[config.mk]
export PLATFORM = sky130hd
export DESIGN_NAME = ecv_ctrl
export DESIGN_NICKNAME = d
export VERILOG_FILES = /design/src/rtl/core/ecv_pkg.sv /design/src/rtl/core/ecv_ctrl.sv
export SDC_FILE = /design/constraint.sdc
export NUM_CORES = 1
export LEC_CHECK = 0
export ABC_AREA = 1
export BUFFER_PORTS_ARGS = -buffer_cell sky130_fd_sc_hd__buf_2
export CAP_MARGIN = 20
export CORE_AREA = 2 2 39 41
export CTS_BUF_LIST = sky130_fd_sc_hd__clkbuf_8
export DETAILED_ROUTE_END_ITERATION = 8
export DIE_AREA = 0 0 41 43
export PLACE_DENSITY = 0.54
export SLEW_MARGIN = 20
export SYNTH_ARGS = -nofsm -noshare
export SYNTH_HDL_FRONTEND = slang
export SYNTH_SLANG_ARGS = --single-unit
[constraint.sdc]
create_clock -name i_clk -period 2.95 [get_ports i_clk]
set_clock_uncertainty 0.05 [all_clocks]
set_input_delay 0.59 -clock i_clk [delete_from_list [all_inputs] [get_ports i_clk]]
set_output_delay 0.59 -clock i_clk [all_outputs]
set_load 0.005 [all_outputs]
[src/rtl/core/ecv_pkg.sv]
// shared types and constants for the encoder counter with velocity
package ecv_pkg;

    typedef struct packed {
        logic pin_a;
        logic pin_b;
        logic ms_tick;
        logic velocity_request;
        logic clear_count;
    } t_in_item;

    typedef struct packed {
        logic signed [31:0] total_count;
        logic signed [31:0] ticks_per_second;
        logic signed [31:0] speed;
    } t_out_item;

    localparam int CFG_IDX_W = 3;
    localparam int CFG_DATA_W = 32;

    localparam logic [CFG_IDX_W-1:0] REG_INVERT = 3'd0;
    localparam logic [CFG_IDX_W-1:0] REG_FILTER = 3'd1;
    localparam logic [CFG_IDX_W-1:0] REG_MODE   = 3'd2;
    localparam logic [CFG_IDX_W-1:0] REG_WINDOW = 3'd3;
    localparam logic [CFG_IDX_W-1:0] REG_ALPHA  = 3'd4;
    localparam logic [CFG_IDX_W-1:0] REG_MPT    = 3'd5;

    // 1000 * 65536
    localparam logic [25:0] VEL_SCALE = 26'd65536000;
    localparam int DIV_STEPS = 58;

    typedef enum logic [2:0] {
        ST_IDLE,
        ST_DIV,
        ST_AVG,
        ST_SPEED,
        ST_OUT
    } t_state;

    typedef struct packed {
        logic take;      // capture item, apply counting and clear
        logic div_start; // load divider
        logic div_step;  // one restoring step
        logic finish;    // write velocity result
        logic avg_mul;   // ema multiply stage
        logic speed_mul; // speed multiply stage
        logic out_load;  // load output register
    } t_cmd;

    typedef struct packed {
        logic need_div;  // velocity request that updates
        logic div_last;
        logic ema;       // result goes through average
    } t_status;

endpackage

[src/rtl/core/ecv_ctrl.sv]
// controller state machine for the encoder counter
module ecv_ctrl (
    input  logic             i_clk,
    input  logic             i_rst_n,
    input  logic             i_in_valid,
    output logic             o_in_ready,
    output logic             o_out_valid,
    input  logic             i_out_ready,
    input  ecv_pkg::t_status i_status,
    output ecv_pkg::t_cmd    o_cmd
);
    import ecv_pkg::*;

    t_state r_state, n_state;
    logic r_out_valid, n_out_valid;

    always_ff @(posedge i_clk) begin
        if (!i_rst_n) begin
            r_state <= ST_IDLE;
            r_out_valid <= 1'b0;
        end else begin
            r_state <= n_state;
            r_out_valid <= n_out_valid;
        end
    end

    always_comb begin
        n_state = r_state;
        n_out_valid = r_out_valid;
        o_cmd = '0;
        o_in_ready = 1'b0;
        if (r_out_valid && i_out_ready) n_out_valid = 1'b0;
        case (r_state)
            ST_IDLE: begin
                o_in_ready = 1'b1;
                if (i_in_valid) begin
                    o_cmd.take = 1'b1;
                    n_state = ST_SPEED;
                    if (i_status.need_div) begin
                        o_cmd.div_start = 1'b1;
                        n_state = ST_DIV;
                    end
                end
            end
            ST_DIV: begin
                o_cmd.div_step = 1'b1;
                if (i_status.div_last) n_state = i_status.ema ? ST_AVG : ST_SPEED;
            end
            ST_AVG: begin
                o_cmd.avg_mul = 1'b1;
                n_state = ST_SPEED;
            end
            ST_SPEED: begin
                o_cmd.finish = 1'b1;
                o_cmd.speed_mul = 1'b1;
                n_state = ST_OUT;
            end
            ST_OUT: begin
                if (!r_out_valid || i_out_ready) begin
                    o_cmd.out_load = 1'b1;
                    n_out_valid = 1'b1;
                    n_state = ST_IDLE;
                end
            end
            default: n_state = ST_IDLE;
        endcase
    end

    assign o_out_valid = r_out_valid;
endmodule

==> summary.txt <==
Yosys
  – Fraction of the yosys area taken by sequential cells: around 28%
  – Cell count after synthesis: 42
  – Synthesized flop and latch total: 4
  – Largest cells by area after synthesis: dfxtp_1 (28%), nand3_2 (14%), nor2_2 (8.7%)
  – Ys Warns: 0
  – Avg Cell Area, Syn: 6.88 um2
  – Top cell type's share of synthesized area: 27.7%
  – Synth unique cells: 15
  – Synthesized cell area: between 200 and 300 um2
  – Largest area contributor in the netlist: dfxtp_1
  – Syn nets: 49

Min path
  – Worst min path class: register to register

STA
  – Worst slew margin relative to its limit: ~83%
  – Period utilization: 58.1%
  – Final setup viols: 0
  – Clock period minus worst slack: 1.71 ns
  – Least-Margin Pin Slew: 0.253 ns
  – Final Max Slew Viols: 0
  – Worst setup margin: about 1.2 ns
  – Unrepaired setup endpoints after global routing: false
  – FMAX: 0.584 GHz
  – Final hold violations: 0
  – Hold_ws: just over 0.5 ns
  – Setup TNS: 0 ns

Cells and area
  – FILL cells: 164
  – # nets final: 68
  – Diodes inserted: 0
  – Area delta synth->final: 44.6%
  – Most common cell after layout, fill and taps aside: buf_2
  – Ratio of cells with drive above 1 in the final layout: 55.9%
  – Most frequent cells in the layout: buf_2 (15), nand2_1 (6), inv_1 (6)

Power and ir drop
  – VDD IR-drop max: 0.000213 V
  – Total power divided by cell area: 603 nW/um2
  – Leakage: 0.000227 uW

Routing
  – Final wirelength: 584 um
  – Residual DRC: 0
  – Vias: 295
  – Per-cell routed wire length: 7.79 um
  – WL met3: 60 um
  – Starting DRT DRC Count: 6
  – Top Metal Used: met4
  – Wire length on met1: around 260 um
  – DR WL met2: around 220 um
  – DR pass1 iterations: 4
  – Via density: 3.93
  – Post-route ant nets: 0

Setup path
  – Crit-path slowest cell: nor2_1
  – Critical Path Max Stage Delay: 0.20 ns
  – Crit-path cells: buf_2 > nor2_1 > nor2_1 > buf_2
  – CP max FO: 3
  – WP data required: ~2.3 ns
  – CP arrival: 1.07 ns
  – Delay-heaviest family, CP: simple AND/OR/NAND/NOR gates
  – Critical Path Sink Type: output port
  – Critical path launch point type: primary input
  – Buffers and inverters on the worst path: 2
  – Worst setup path class: primary input to output port

Global routing
  – GRT Util Overall: between 7 and 8%
  – First-pass GRT wire length: 821 um
  – Largest net degree at the start of global routing: 7
  – Total global routing overflow: 0
  – Initial antenna violation count: 0
  – Vias in the first global route: 223

Die
  – Chip width: 41 um
  – Initial Util: 20.9%
  – Core area: 1380 um2
  – Row count: 14
  – Total I/O pin count: 16
  – Die height: about 43 um
  – Die area: approximately 1800 um2

Flow run
  – Max_cap viols: 0

CTS
  – Clk slew on worst S/H paths: 0.03 ns
  – Root Driver: clkbuf_8
  – Clock latency on the worst-skew pair: 0.22 ns
  – # resized after CTS: 0
  – Clock Path Buffers: 2
  – CTS H-Tree Depth: 1
  – TritonCTS buffer count: 3
  – Clock sinks: 4
  – CTS tree: yes
  – CTS Hold Buffers Added: 0
  – Setup bufs post-CTS: 0

Placed design
  – DP Wirelength: between 400 and 500 um
  – Placer congestion estimate: roughly 0.67
  – Port bufs: 15
  – Pre-CTS WS: 1.24 ns

Run status
  – Status: finished, final reports clean
-- worst paths after layout --
check	startpoint	end	slack [ns]	depth (start not counted)
worst min-delay path	o_out_valid$_SDFF_PN0_	o_out_valid$_SDFF_PN0_	0.50	4
worst max register to register	r_state[2]$_SDFFE_PN0P_	r_state[0]$_SDFFE_PN0P_	1.91	5
worst min register to register	o_out_valid$_SDFF_PN0_	o_out_valid$_SDFF_PN0_	0.50	4
worst max-delay path	i_out_ready	o_cmd[0]	1.24	4
-- power breakdown --
group          internal (uW)  leakage, uW  switching, uW
clock                   86.8    0.0000216           26.7
combinational           30.9     0.000172           37.5
sequential              60.3    0.0000328           9.81
-- synthesized netlist by cell type --
| library cell | n |
|---|---|
| nand2_2 | 1 |
| nor2_1 | 5 |
| nor2_4 | 1 |
| nand3_1 | 2 |
| nand3_2 | 4 |
| nand2_1 | 6 |
| dfxtp_1 | 4 |
| buf_4 | 1 |
| a21oi_1 | 2 |
| inv_2 | 3 |
| nor2_2 | 4 |
| inv_1 | 6 |
| a21oi_2 | 1 |
| nor3_1 | 1 |
| nor3_2 | 1 |
-- kinds of logic after synthesis --
family	after synthesis	share of synthesized area [%]
buffers and inverters	10	14.3
DFF	4	27.7
and+or+nand+nor	25	51.5
AOI/OAI and AO/OA	3	6.49
-- worst reg2reg max path: stages (launching register included) --
cell and delay (ns):
dfxtp_1 0.45, inv_2 0.11, nand3_2 0.10, nand3_2 0.10
nor2_2 0.10, nor2_2 0.03
-- flip-flops by register name, indices dropped and copies added (netlist names) --
register / cells
r_state: 3
o_out_valid: 1
-- through the flow --
step,util (%),cells,power [uW],instance area [um2]
after global placement,27.2,72,140,377
final,30.2,75,252,418
after detailed placement,27.2,72,140,377
after global routing,30.2,75,271,418
after floorplan,-,42,118,289
after CTS,30.2,75,258,418
-- layer usage --
layer,vias to the layer above,GRT usage [%]
met2,14,8.44
met1,113,9.06
met3,5,3.14
li1,163,-
met5,-,0
met4,0,12.0
-- layout make-up --
cell class	count	area [um2]	area share, %
clock buffers	3	41.3	9.88
inverters	9	33.8	8.08
multi-input cells	28	168	40.1
flip-flops and latches	4	80.1	19.2
well taps	16	20.0	4.79
repair buffers	15	75.1	18.0
Power figures use the tool's default switching activity.
